[src/sv/thb_pkg.sv]
`timescale 1ns / 1ps
// shared types and constants of the ethernet/ipv4/tcp header builder
package thb_pkg;

    localparam int HDR_BYTES  = 54;
    localparam int HDR_BITS   = HDR_BYTES * 8;
    localparam int OFFSET_W   = 6;
    localparam int LEN_W      = 11;
    localparam int CFG_INDEX_W = 1;
    localparam int CFG_DATA_W = 48;

    localparam logic [OFFSET_W-1:0] LAST_OFFSET = OFFSET_W'(HDR_BYTES - 1);

    // configuration register indexes
    localparam logic [CFG_INDEX_W-1:0] REG_STATION_MAC = 1'd0;
    localparam logic [CFG_INDEX_W-1:0] REG_STATION_IP  = 1'd1;

    localparam logic [47:0] STATION_MAC_RESET = 48'd91790341390671;
    localparam logic [31:0] STATION_IP_RESET  = 32'hC0A8_0101;

    // header constants
    localparam logic [47:0] MAC_BROADCAST  = 48'hFFFF_FFFF_FFFF;
    localparam logic [15:0] ETHERTYPE_IPV4 = 16'h0800;
    localparam logic [7:0]  IP_VER_IHL     = 8'h45;
    localparam logic [7:0]  IP_TOS         = 8'h00;
    localparam logic [15:0] IP_FLAGS_DF    = 16'h4000;
    localparam logic [7:0]  IP_TTL         = 8'd64;
    localparam logic [7:0]  IP_PROTOCOL    = 8'd6;
    localparam logic [15:0] IP_TCP_HDR_LEN = 16'd40;
    localparam logic [7:0]  TCP_DATA_OFF   = 8'h50;

    typedef struct packed {
        logic [31:0] peer_ip;
        logic [15:0] peer_port;
        logic [15:0] own_port;
        logic [31:0] sequence_number;
        logic [31:0] ack_number;
        logic [15:0] window_size;
        logic [7:0]  tcp_flags;
        logic [LEN_W-1:0] payload_length;
    } desc_t;

    typedef struct packed {
        logic [7:0]          frame_byte;
        logic [OFFSET_W-1:0] byte_offset;
        logic                last_byte;
        logic [LEN_W-1:0]    frame_length;
    } hdr_beat_t;

endpackage

[src/sv/thb_stream_if.sv]
`timescale 1ns / 1ps
// valid/ready stream channel carrying one packed payload per beat
interface thb_stream_if #(
    parameter type payload_t = logic
);
    logic     valid;
    logic     ready;
    payload_t data;

    modport source (output valid, output data, input ready);
    modport sink   (input valid, input data, output ready);
endinterface

[src/sv/tcp_ipv4_ethernet_header_builder_core.sv]
`timescale 1ns / 1ps
// ethernet ii / ipv4 / tcp header builder, one header byte per output beat
//
// desc carries one segment descriptor per beat; hdr returns the 54 header
// bytes of that segment in wire order, each with its offset, a last flag on
// offset 53 and the total frame length (54 plus the clamped payload length).
// station mac and ip are written through cfg_we / cfg_index / cfg_wdata.
//
// a descriptor lands in an input register, where the ipv4 header sum is
// accumulated, then moves into a 54-byte shift register once the previous
// header has drained; one byte per cycle, unless hdr stalls, goes from there
// to the hdr output register. the first byte thus passes the input register,
// the shift register and the hdr output register before it shows on hdr;
// the next descriptor is accepted while the current one streams.
// when hdr stalls the shift register holds and, once the input register is
// full too, desc.ready drops. reset empties all stages and restores the
// station mac and ip reset values.
module tcp_ipv4_ethernet_header_builder_core #(
    parameter int MAX_PAYLOAD = 1400
) (
    input  logic                              clk,
    input  logic                              rst_n,
    thb_stream_if.sink                        desc,
    thb_stream_if.source                      hdr,
    input  logic                              cfg_we,
    input  logic [thb_pkg::CFG_INDEX_W-1:0]   cfg_index,
    input  logic [thb_pkg::CFG_DATA_W-1:0]    cfg_wdata
);

    localparam logic [thb_pkg::LEN_W-1:0] MaxPay = thb_pkg::LEN_W'(MAX_PAYLOAD);

    // configuration
    logic [47:0] mac_reg;
    logic [31:0] ip_reg;

    // input stage
    logic                       din_valid_reg;
    thb_pkg::desc_t             din_reg;
    thb_pkg::desc_t             din_next;
    logic [19:0]                sum_reg;
    logic [19:0]                sum_next;
    logic [thb_pkg::LEN_W-1:0]  plen_sat;
    logic [15:0]                ip_len_word;

    // shift stage
    logic                          busy_reg;
    logic [thb_pkg::HDR_BITS-1:0]  shift_reg;
    logic [thb_pkg::HDR_BITS-1:0]  shift_next;
    logic [thb_pkg::OFFSET_W-1:0]  cnt_reg;
    logic [thb_pkg::LEN_W-1:0]     flen_reg;
    logic [16:0]                   fold1;
    logic [15:0]                   fold2;
    logic [15:0]                   ip_csum;

    // output stage
    logic                hdr_valid_reg;
    thb_pkg::hdr_beat_t  hdr_data_reg;

    logic out_free;
    logic advance;
    logic last_adv;
    logic take;
    logic accept;

    assign out_free = !hdr_valid_reg || hdr.ready;
    assign advance  = busy_reg && out_free;
    assign last_adv = advance && (cnt_reg == thb_pkg::LAST_OFFSET);
    assign take     = din_valid_reg && (!busy_reg || last_adv);
    assign accept   = desc.valid && desc.ready;

    assign desc.ready = !din_valid_reg || take;
    assign hdr.valid  = hdr_valid_reg;
    assign hdr.data   = hdr_data_reg;

    always_ff @(posedge clk or negedge rst_n)
    begin
        if (!rst_n)
        begin
            mac_reg <= thb_pkg::STATION_MAC_RESET;
            ip_reg  <= thb_pkg::STATION_IP_RESET;
        end
        else if (cfg_we)
        begin
            case (cfg_index)
                thb_pkg::REG_STATION_MAC: mac_reg <= cfg_wdata[47:0];
                thb_pkg::REG_STATION_IP:  ip_reg  <= cfg_wdata[31:0];
                default: ;
            endcase
        end
    end

    // clamp the payload length and sum the ipv4 header words, checksum zero
    always_comb
    begin
        din_next  = desc.data;
        plen_sat  = (desc.data.payload_length > MaxPay) ? MaxPay
                                                         : desc.data.payload_length;
        din_next.payload_length = plen_sat;
        ip_len_word = thb_pkg::IP_TCP_HDR_LEN + 16'(plen_sat);
        sum_next  = 20'({thb_pkg::IP_VER_IHL, thb_pkg::IP_TOS})
                  + 20'(ip_len_word)
                  + 20'(desc.data.sequence_number[15:0])
                  + 20'(thb_pkg::IP_FLAGS_DF)
                  + 20'({thb_pkg::IP_TTL, thb_pkg::IP_PROTOCOL})
                  + 20'(ip_reg[31:16])
                  + 20'(ip_reg[15:0])
                  + 20'(desc.data.peer_ip[31:16])
                  + 20'(desc.data.peer_ip[15:0]);
    end

    always_ff @(posedge clk or negedge rst_n)
    begin
        if (!rst_n)
            din_valid_reg <= 1'b0;
        else if (accept)
            din_valid_reg <= 1'b1;
        else if (take)
            din_valid_reg <= 1'b0;
    end

    always_ff @(posedge clk)
    begin
        if (accept)
        begin
            din_reg <= din_next;
            sum_reg <= sum_next;
        end
    end

    // ones' complement fold, then lay out the whole header
    always_comb
    begin
        fold1   = 17'(sum_reg[15:0]) + 17'(sum_reg[19:16]);
        fold2   = fold1[15:0] + 16'(fold1[16]);
        ip_csum = ~fold2;
        shift_next = {
            thb_pkg::MAC_BROADCAST,
            mac_reg,
            thb_pkg::ETHERTYPE_IPV4,
            thb_pkg::IP_VER_IHL,
            thb_pkg::IP_TOS,
            thb_pkg::IP_TCP_HDR_LEN + 16'(din_reg.payload_length),
            din_reg.sequence_number[15:0],
            thb_pkg::IP_FLAGS_DF,
            thb_pkg::IP_TTL,
            thb_pkg::IP_PROTOCOL,
            ip_csum,
            ip_reg,
            din_reg.peer_ip,
            din_reg.own_port,
            din_reg.peer_port,
            din_reg.sequence_number,
            din_reg.ack_number,
            thb_pkg::TCP_DATA_OFF,
            din_reg.tcp_flags,
            din_reg.window_size,
            16'h0000,
            16'h0000
        };
    end

    always_ff @(posedge clk or negedge rst_n)
    begin
        if (!rst_n)
            busy_reg <= 1'b0;
        else if (take)
            busy_reg <= 1'b1;
        else if (last_adv)
            busy_reg <= 1'b0;
    end

    always_ff @(posedge clk)
    begin
        if (take)
        begin
            shift_reg <= shift_next;
            cnt_reg   <= '0;
            flen_reg  <= thb_pkg::LEN_W'(thb_pkg::HDR_BYTES) + din_reg.payload_length;
        end
        else if (advance)
        begin
            shift_reg <= {shift_reg[thb_pkg::HDR_BITS-9:0], 8'h00};
            cnt_reg   <= cnt_reg + thb_pkg::OFFSET_W'(1);
        end
    end

    always_ff @(posedge clk or negedge rst_n)
    begin
        if (!rst_n)
            hdr_valid_reg <= 1'b0;
        else if (out_free)
            hdr_valid_reg <= busy_reg;
    end

    always_ff @(posedge clk)
    begin
        if (advance)
        begin
            hdr_data_reg.frame_byte   <= shift_reg[thb_pkg::HDR_BITS-1 -: 8];
            hdr_data_reg.byte_offset  <= cnt_reg;
            hdr_data_reg.last_byte    <= (cnt_reg == thb_pkg::LAST_OFFSET);
            hdr_data_reg.frame_length <= flen_reg;
        end
    end

endmodule

[src/flat_wrapper.sv]
// flat-port wrapper written by rule: the top's interface ports become plain ports
module tcp_ipv4_ethernet_header_builder_core_flat 
#(
    parameter int MAX_PAYLOAD = 1400
)
  (clk, rst_n, cfg_we, cfg_index, cfg_wdata, desc_valid, desc_data, desc_ready, hdr_valid, hdr_data, hdr_ready);
  thb_stream_if #(.payload_t(thb_pkg::desc_t)) desc_i ();
  thb_stream_if #(.payload_t(thb_pkg::hdr_beat_t)) hdr_i ();
  input  logic clk;
  input  logic rst_n;
  input  logic cfg_we;
  input  logic [thb_pkg::CFG_INDEX_W-1:0] cfg_index;
  input  logic [thb_pkg::CFG_DATA_W-1:0] cfg_wdata;
  input wire logic [$bits(desc_i.valid)-1:0] desc_valid;
  input wire logic [$bits(desc_i.data)-1:0] desc_data;
  output wire logic [$bits(desc_i.ready)-1:0] desc_ready;
  output wire logic [$bits(hdr_i.valid)-1:0] hdr_valid;
  output wire logic [$bits(hdr_i.data)-1:0] hdr_data;
  input wire logic [$bits(hdr_i.ready)-1:0] hdr_ready;
  assign desc_i.valid = desc_valid;
  assign desc_i.data = desc_data;
  assign desc_ready = desc_i.ready;
  assign hdr_valid = hdr_i.valid;
  assign hdr_data = hdr_i.data;
  assign hdr_i.ready = hdr_ready;
  tcp_ipv4_ethernet_header_builder_core #(.MAX_PAYLOAD(MAX_PAYLOAD)) u_core (.clk(clk), .rst_n(rst_n), .desc(desc_i), .hdr(hdr_i), .cfg_we(cfg_we), .cfg_index(cfg_index), .cfg_wdata(cfg_wdata));
endmodule
[config.mk]
export PLATFORM = sky130hd
export DESIGN_NAME = tcp_ipv4_ethernet_header_builder_core_flat
export DESIGN_NICKNAME = d
export VERILOG_FILES = /design/src/sv/thb_pkg.sv /design/src/sv/thb_stream_if.sv /design/src/sv/tcp_ipv4_ethernet_header_builder_core.sv /design/src/flat_wrapper.sv
export SDC_FILE = /design/constraint.sdc
export NUM_CORES = 1
export LEC_CHECK = 0
export BUFFER_PORTS_ARGS = -buffer_cell sky130_fd_sc_hd__buf_2
export CORE_ASPECT_RATIO = 2
export CORE_MARGIN = 4
export CORE_UTILIZATION = 54
export DETAILED_ROUTE_END_ITERATION = 10
export HOLD_SLACK_MARGIN = 0.12
export PLACE_DENSITY = 0.76
export SLEW_MARGIN = 20
export SYNTH_ARGS = -nofsm -noshare
export SYNTH_HDL_FRONTEND = slang
export SYNTH_SLANG_ARGS = --single-unit
[constraint.sdc]
create_clock -name clk -period 20.8 [get_ports clk]
set_input_delay 3.12 -clock clk [delete_from_list [all_inputs] [get_ports clk]]
set_output_delay 3.12 -clock clk [all_outputs]
set_load 0.02 [all_outputs]
==> results of run 1 <==
-- stage by stage --
stage | cells | total power, mW
floorplan | 2507 | 2.36
global placement | 3365 | 2.56
detailed placement | 3365 | 2.60
CTS | 3479 | 3.73
global route | 3481 | 3.90
finish | 3485 | 3.70
-- power groups by stage --
stage | Sequential, mW | Clock, mW | Combinational, mW
3_5_place_dp | 1.78 | 0 | 0.824
5_1_grt | 1.76 | 1.20 | 0.937
2_1_floorplan | 1.77 | 0 | 0.596
6_report | 1.75 | 1.12 | 0.836
4_1_cts | 1.75 | 1.15 | 0.832
3_3_place_gp | 1.77 | 0 | 0.792
-- worst max-delay path, cell delays in order --
cell       delay, ns
buf_2           0.14
a21o_1          0.19
and2_1          0.20
nor2_1          0.20
inv_1           0.09
ha_1            0.25
o2111ai_1       0.37
nor3_1          0.10
a221oi_1        0.68
fa_1            0.57
fa_1            0.55
inv_1           0.06
fa_1            0.47
ha_1            0.31
ha_1            0.36
and3_1          0.17
a21oi_1         0.22
o21ai_1         0.14
a221oi_1        0.43
xnor2_1         0.10
-- cell usage after synthesis, drive strengths merged, types with 20 or more instances --
library cell	count	area (µm²)
nor2	27	104
ha	49	613
dfxtp	126	2520
clkbuf	83	312
nand3	299	1510
a22o	32	280
nand2	681	2560
xnor2	33	289
o21ai	48	240
mux2	80	901
a21oi	84	424
dfstp	32	841
dfrtp	51	1280
edfxtp	499	15000
buf	60	264
inv	112	420
xor2	20	175
fa	61	1220
-- per-layer routing --
layer	up-vias	routed length, µm	track usage
met2	675	39600	0.446
met3	153	3880	0.0331
met4	4	4030	0.118
met5	-	27	0
li1	9035	-	-
met1	9497	26700	0.290
-- cells by family (layout without fill, tap and decap cells) --
family,after synthesis,in the layout,synth area share
DFF,708,708,0.657
other,1,7,0.000126
xor gates and xnor gates,53,53,0.0155
and+or+nand+nor,1090,1090,0.158
adders and majority gates,111,111,0.0618
muxes,80,80,0.0302
AOI/OAI and AO/OA,208,208,0.0438
buffers and inverters,256,490,0.0335
-- worst paths after layout --
kind                               startpoint            endpoint  cells past startpoint
min in group asynchronous               rst_n  u_core.mac_reg[42]                      1
max                              desc_data[8]  u_core.sum_reg[17]                     20
min reg2reg                u_core.flen_reg[2]  u_core.hdr.data[2]                      0
max in group asynchronous               rst_n   u_core.ip_reg[20]                      1
min                        u_core.flen_reg[2]  u_core.hdr.data[2]                      0
max reg2reg                  u_core.ip_reg[2]  u_core.sum_reg[16]                     16
-- cell usage in the layout (no fill, tap or decap), types with 5 or more instances in the layout --
| cell type | netlist | layout |
|---|---|---|
| clkbuf_16 | 0 | 62 |
| clkbuf_8 | 0 | 7 |
| dfstp_2 | 32 | 32 |
| o21ai_0 | 41 | 40 |
| ha_1 | 49 | 49 |
| dfrtp_1 | 51 | 51 |
| o31ai_1 | 5 | 5 |
| buf_4 | 2 | 18 |
| clkinv_2 | 0 | 11 |
| edfxtp_1 | 499 | 499 |
| diode_2 | 0 | 6 |
| xnor2_1 | 33 | 33 |
| a31oi_1 | 8 | 8 |
| clkbuf_1 | 83 | 11 |
| clkinvlp_4 | 0 | 6 |
| or3_1 | 5 | 5 |
| mux2_2 | 80 | 80 |
| xor2_1 | 20 | 20 |
| nand3_1 | 298 | 298 |
| o21ai_1 | 7 | 7 |
| inv_1 | 111 | 111 |
| nand2_1 | 681 | 679 |
| a21oi_1 | 83 | 83 |
| fa_1 | 61 | 61 |
| dfxtp_1 | 126 | 126 |
| buf_2 | 25 | 243 |
| nand2b_1 | 10 | 10 |
| and2_1 | 6 | 5 |
| and3_1 | 15 | 15 |
| nor3_1 | 11 | 11 |
| a22o_1 | 32 | 32 |
| nor2b_1 | 7 | 6 |
| nor2_1 | 26 | 25 |
| nand4_1 | 12 | 12 |
-- area by class of cell --
cell class,instances,area share
Antenna cell,6,0.000447
Clock buffer,83,0.0508
Clock inverter,31,0.00785
Inverter,113,0.0131
Multi-Input combinational cell,1543,0.276
Sequential cell,708,0.584
Tap cell,738,0.0275
Timing Repair Buffer,263,0.0409
==> impl.org, run 1 <==
** Outcome
- Outcome :: finished, final reports clean

** Power
- PD cells :: 110 mW/mm²
- Of the total power, combinational logic draws 0.226.
- Of the total power, the share spent switching nets is 0.288.
- Int Pwr :: 2.64 mW
- Of the total power, registers draw 0.472.
- Of the total power, the clock network draws 0.303.
- Leak :: 13.9 nW
- For this design the total switching power over the nets is 1.07 mW.
- Max rail drop VDD :: 0.0886 mV

** Drt
- After detailed routing, the number of vias per cell comes to 5.56.
- # DRC :: 0
- For this block, the routed nets add up to 74200 µm of wire.
- In this run, the number of DRC markers left after iteration 0 of detailed routing was 1736.
- The first TritonRoute pass finished after 6 iterations.
- For this block, the via count after detailed routing is 19400.
- The detail route stage leaves a number of antenna-violating nets equal to 0.
- Wire length per cell after detailed routing :: 21.3 µm

** Global route
- Overall fraction of global-route tracks in use :: 0.247
- Wire length of the first global-routing pass :: 113000 µm
- Pin count of the biggest net entering global routing :: 165
- Number of global-route vias before repair :: 19800
- Number of antenna violations at the first check in global routing :: 10
- Overall overflow remaining after global route :: 0

** Timing
- Worst slew slack as a fraction of its limit :: 0.282
- Fin. max-slew vios :: 0
- Hold is met by 0.425 ns.
- Post-Route Skew :: 0.0177 ns
- Maximum frequency from static timing analysis :: 0.120 GHz
- For the pin with the worst max-slew slack, the measured transition is 1.08 ns.
- Total Neg Setup Slack :: 0 ns
- Final worst path period need :: 8.35 ns
- Setup repair after global routing left no endpoint under its margin.
- Setup slack of the critical path after layout :: 12.45 ns
- Setup violations remaining at the end of the flow were counted as 0.
- The total count of hold-check failures in the final report was 0.
- Period Utilization, post-route :: 0.401

** Layout
- In the final layout, the share of cells above drive strength 1 is 0.183.
- Layout Area Growth over Synthesis :: 12.6%
- Largest register FFs :: 400
- For this run, the share of the core covered by cells in the final layout is 0.615.
- Fin nets :: 3016
- After filler insertion, the fill cell instance count of the layout stands at 4332.
- The finished cells cover 0.0336 mm².
- Summing all multi-input logic gate instances after layout gives 0.00927 mm².
- Register cell area after layout :: 0.0196 mm²

** Place
- Final HPWL from detailed placement :: 51300 µm
- After detailed placement, the total cell area comes to 0.0316 mm².
- # port buffers :: 244
- Prior to clock tree synthesis, the placed netlist has a worst setup slack of 11.82 ns.
- Weighted congestion at the end of routability-driven global placement :: 0.914

** Synth
- The synthesized design contains 499 enable-type register cells.
- For this run, asynchronously set or reset flops after synthesis account for 0.117.
- Total of flip-flops plus latches after synthesis :: 708
- Count of distinct cell types in the synthesized netlist :: 63
- Warnings, synthesis :: 0
- In this run the mean area of a mapped cell was 11.9 µm².
- Ys flop type :: edfxtp_1
- In the synthesized netlist, the number of instances is 2507.
- After synthesis the cells add up to 0.0299 mm².
- Synth Net Count :: 2834
- Portion of the post-synthesis area used by sequential elements :: 0.657

** CTS
- Sinks on the clock net :: 708
- After clock tree synthesis, the clock-pin slew on the worst setup and hold paths is 0.07 ns.
- Number of resized instances in the post-cts repair step :: 0
- Master cell of the clock root buffer :: clkbuf_16
- Post-CTS Setup Bufs :: 0
- Clock tree from TritonCTS :: yes
- Num CTS Buffers :: 60
- For this design, the CTS-stage hold fixing added 0 buffers.
- Number of buffers on the longest clock path :: 3
- The clock reaches the later pin of the worst-skew pair after 0.63 ns.
- The clock tree synthesis step divided the H-tree into 2 levels.

** Critical path
- Required time reported for the critical path endpoint :: 21.16 ns
- By startpoint and endpoint, the worst setup path is classified as input pin to flop.
- The setup check on the worst reg-to-reg path leaves a slack of 15.90 ns.
- The worst setup path is launched from an input pin.
- Kind of capture point of the worst setup path :: flop
- Data arrival time of the worst path :: 8.71 ns
- Along the worst path, the maximum fanout reaches 6.

** Flow run
- Maximum Capacitance Violations :: 0

** Die
- In this run the vertical extent of the chip is 341 µm.
- The die covers 0.0593 mm².
- Floorplan row count :: 121
- Floorplan die width :: 174 µm
- Initial core utilization :: 0.546
- Floorplan core area :: 0.0547 mm²
- Num ports :: 245

** Min path
- Type of the tightest min-delay check :: flop to flop
No activity file was read; power rests on OpenSTA's default activity.
==> inputs of run 2 (changes only) <==
==> constraint.sdc (replaced) <==
create_clock -name clk -period 6.91 [get_ports clk]
set_input_delay 1.0365 -clock clk [delete_from_list [all_inputs] [get_ports clk]]
set_output_delay 1.0365 -clock clk [all_outputs]
set_load 0.02 [all_outputs]
==> run 2 against run 1 <==
Sequential share of layout area is 0.16 points lower. Critical path depth rose by 3. Register-to-register slack lost 14 ns. Non-clock buffer count unchanged. Clock power rose to 3.1 times the previous value. Total power rose to 3.0 times the previous value. Core utilization increased by 0.17 points. Worst setup slack worse by 12 ns. Count of clock-buffer cells in the layout grew 3. Clock skew grew 0.0038 ns. Sequential power grew to 3.0 times the previous value. Wire length is 0.62% lower.
==> impl.org, run 2 (synthesis results as in run 1) <==
** Outcome
- Outcome :: finished, final reports clean (unchanged)

** Timing
- Of the available clock period, the critical path in the final layout requires 0.884.
- Maximum frequency from static timing analysis :: 0.164 GHz
- The total count of hold-check failures in the final report was 0 (unchanged).
- The final setup violation count is 0 (unchanged).
- The setup TNS came to 0 ns (unchanged).
- The smallest clock period supported by the final layout is computed as 6.11 ns.
- Post-Route Skew :: 0.0215 ns (was 0.0177 ns)
- Measured slew at the worst slew-check pin :: 1.01 ns (was 1.08 ns)
- The tightest slew margin relative to the limit came to 0.325 (was 0.282).
- The count of pins over their slew limit was 0 (unchanged).
- Unrepaired setup endpoints after global routing :: false (unchanged)

** Power
- The total power per unit cell area was 331 mW/mm² (was 110 mW/mm²).
- The leakage dissipation was 14.0 nW (was 13.9 nW).
- Reported net switching power :: 3.16 mW (was 1.07 mW)
- The clock share of power is 0.308 (was 0.303).
- The worst-case vdd ir drop came to 0.276 mV (was 0.0886 mV).
- Share of total power in sequential cells :: 0.472 (about the same)
- The net switching fraction of the power was 0.283 (was 0.288).
- Int Pwr :: 7.99 mW (was 2.64 mW)
- The combinational cell fraction of total power came to 0.221 (was 0.226).

** CTS
- Num CTS Buffers :: 60 (unchanged)
- Clock H-tree levels :: 2 (unchanged)
- Clock transition at path regs :: 0.07 ns (about the same)
- The total of hold buffers inserted after clock tree synthesis came to 0 (unchanged).
- The number of cells upsized or downsized after cts came to 0 (unchanged).
- Clock tree from TritonCTS :: yes (unchanged)
- Sinks on the clock net :: 708 (unchanged)
- Master cell of the clock root buffer :: clkbuf_16 (unchanged)
- The clock latency of the later-clocked register in the worst-skew pair was 0.63 ns (about the same).
- The number of post-CTS setup repair buffers came to 0 (unchanged).
- The maximum clock path buffer count was 3 (unchanged).

** Die
- Num ports :: 245 (unchanged)
- The chip height was 341 µm (unchanged).
- The chip width was 174 µm (unchanged).
- The initial standard-cell utilization of the core is 0.546 (unchanged).
- Floorplan row count :: 121 (unchanged)
- Floorplan core area :: 0.0547 mm² (unchanged)
- Die ar. :: 0.0593 mm² (unchanged)

** Drt
- Remaining number of nets flagged by the antenna check after routing :: 0 (unchanged)
- The first-iteration detailed-routing DRC count is 1844 (was 1736).
- The number of optimization iterations in the first detailed-route pass came to 6 (unchanged).
- Final routed wirelength across all metal layers :: 73800 µm (was 74200 µm)
- # DRC :: 0 (unchanged)
- The mean routed wirelength per cell was 21.2 µm (was 21.3 µm).
- The number of vias per cell after detailed routing is 5.52 (was 5.56).
- The via count is 19200 (was 19400).

** Layout
- Post-layout instance area :: 0.0337 mm² (was 0.0336 mm²)
- The commonest non-fill, non-tap cell in the layout was nand2_1 (unchanged).
- Fin nets :: 3016 (unchanged)
- Share of final-layout standard cells stronger than drive strength 1 :: 0.182 (was 0.183)
- Largest register FFs :: 400 (unchanged)
- Most frequent cells in the layout: nand2_1 (679), edfxtp_1 (499), nand3_1 (298), buf_2 (243), dfxtp_1 (126) (unchanged).
- The relative area change from synthesis to final layout came to 12.9% (was 12.6%).

** Critical path
- Required time reported for the critical path endpoint :: 7.28 ns (was 21.16 ns)
- The standard cell with the maximum stage delay on the critical path is fa_1 (was a221oi_1).
- Critical path startpoint category :: input pin (unchanged)
- Ordered list of cells on the worst path :: buf_2, a21o_1, and2_1, nor2_1, inv_1, ha_1, o2111ai_1, xnor2_1, and2_1, ha_1, xor2_1, fa_1, inv_1, fa_1, fa_1, inv_1, ha_1, ha_1, and3_1, a21oi_1, o21ai_1, a221oi_1, xnor2_1 (was buf_2, a21o_1, and2_1, nor2_1, inv_1, ha_1, o2111ai_1, nor3_1, a221oi_1, fa_1, fa_1, inv_1, fa_1, ha_1, ha_1, and3_1, a21oi_1, o21ai_1, a221oi_1, xnor2_1)
- Max incr delay on CP :: 0.54 ns (was 0.68 ns)
- The classification of the worst setup path is input pin to flop (unchanged).
- The worst endpoint data arrival time was 6.48 ns (was 8.71 ns).
- Worst path most repeated cell :: ha_1
- The top fanout value on the critical path is 6 (unchanged).
- The kind of end point of the critical path is a flop (unchanged).

** Place
- Weighted congestion at the end of routability-driven global placement :: 0.932 (was 0.914)
- Final HPWL from detailed placement :: 50600 µm (was 51300 µm)
- The instance area after placement is 0.0317 mm² (was 0.0316 mm²).
- The number of buffer cells added on primary ports is 244 (unchanged).

** Global route
- Pin count of the biggest net entering global routing :: 184 (was 165)
- The total grt overflow was 0 (unchanged).
- The wire length of the first global-routing pass came to 113000 µm (about the same).
- Number of antenna violations at the first check in global routing :: 7 (was 10)
- The via count of the first global-routing pass is 19500 (was 19800).
- Overall fraction of global-route tracks in use :: 0.246 (was 0.247)

** Flow run
- The number of maximum-capacitance violations came to 0 (unchanged).

** Min path
- The path class of the lowest-slack min-delay path is input pin to asynchronous set/reset pin (was flop to flop).
-- run 2: worst max-delay path, delay by kind of cell --
family / cells / cell delay, ns
AOI/OAI and AO/OA: 5 / 1.35
xor gates and xnor gates: 3 / 0.38
adders and majority gates: 7 / 2.64
buffers and inverters: 4 / 0.31
and+or+nand+nor: 4 / 0.74
-- run 2: path summary, 6_finish.rpt --
check                                   startpoint                   end  slack (ns)  cells after the start
worst min-delay path                         rst_n  u_core.din_valid_reg        0.21                      1
worst max register to register    u_core.ip_reg[2]    u_core.sum_reg[16]        2.15                     16
min in group clk                u_core.flen_reg[8]    u_core.hdr.data[8]        0.42                      0
max in group asynchronous                    rst_n     u_core.mac_reg[4]        5.79                      2
worst min register to register  u_core.flen_reg[8]    u_core.hdr.data[8]        0.42                      0
worst max-delay path                  desc_data[8]    u_core.sum_reg[17]        0.80                     23
-- run 2: area by class of cell --
type,instances,area (µm²)
Timing Repair Buffer,263,1430
Sequential cell,708,19600
Multi-Input combinational cell,1543,9270
Tap cell,738,923
Antenna cell,6,15.0
Inverter,113,439
Clock buffer,86,1810
Fill cell,4319,20900
Clock inverter,26,195
-- run 2: metal layers --
| metal | track usage | up-vias | wire length [µm] |
|---|---|---|---|
| met1 | 0.290 | 9449 | 26800 |
| met3 | 0.0369 | 128 | 4000 |
| met5 | 0 | - | 18 |
| li1 | - | 9040 | - |
| met2 | 0.438 | 623 | 38900 |
| met4 | 0.119 | 2 | 4010 |
-- run 2: power groups by stage --
stage	logic (mW)	clock network [mW]	registers (mW)
after floorplan	1.80	0	5.29
after global placement	2.38	0	5.33
after detailed placement	2.45	0	5.35
after CTS	2.47	3.49	5.26
after global routing	2.80	3.66	5.29
final	2.46	3.43	5.26
-- run 2: through the flow --
stage / utilization / cells / worst slack [ns] / hold WS (ns) / total power [mW]
after floorplan: - / 2507 / 0.488 / 0.400 / 7.09
after global placement: 0.580 / 3365 / 0.228 / 0.405 / 7.71
after detailed placement: 0.580 / 3365 / 0.174 / 0.408 / 7.80
after CTS: 0.617 / 3477 / 0.845 / 0.180 / 11.2
after global routing: 0.617 / 3481 / 0.496 / 0.187 / 11.8
final: 0.617 / 3483 / 0.800 / 0.215 / 11.1
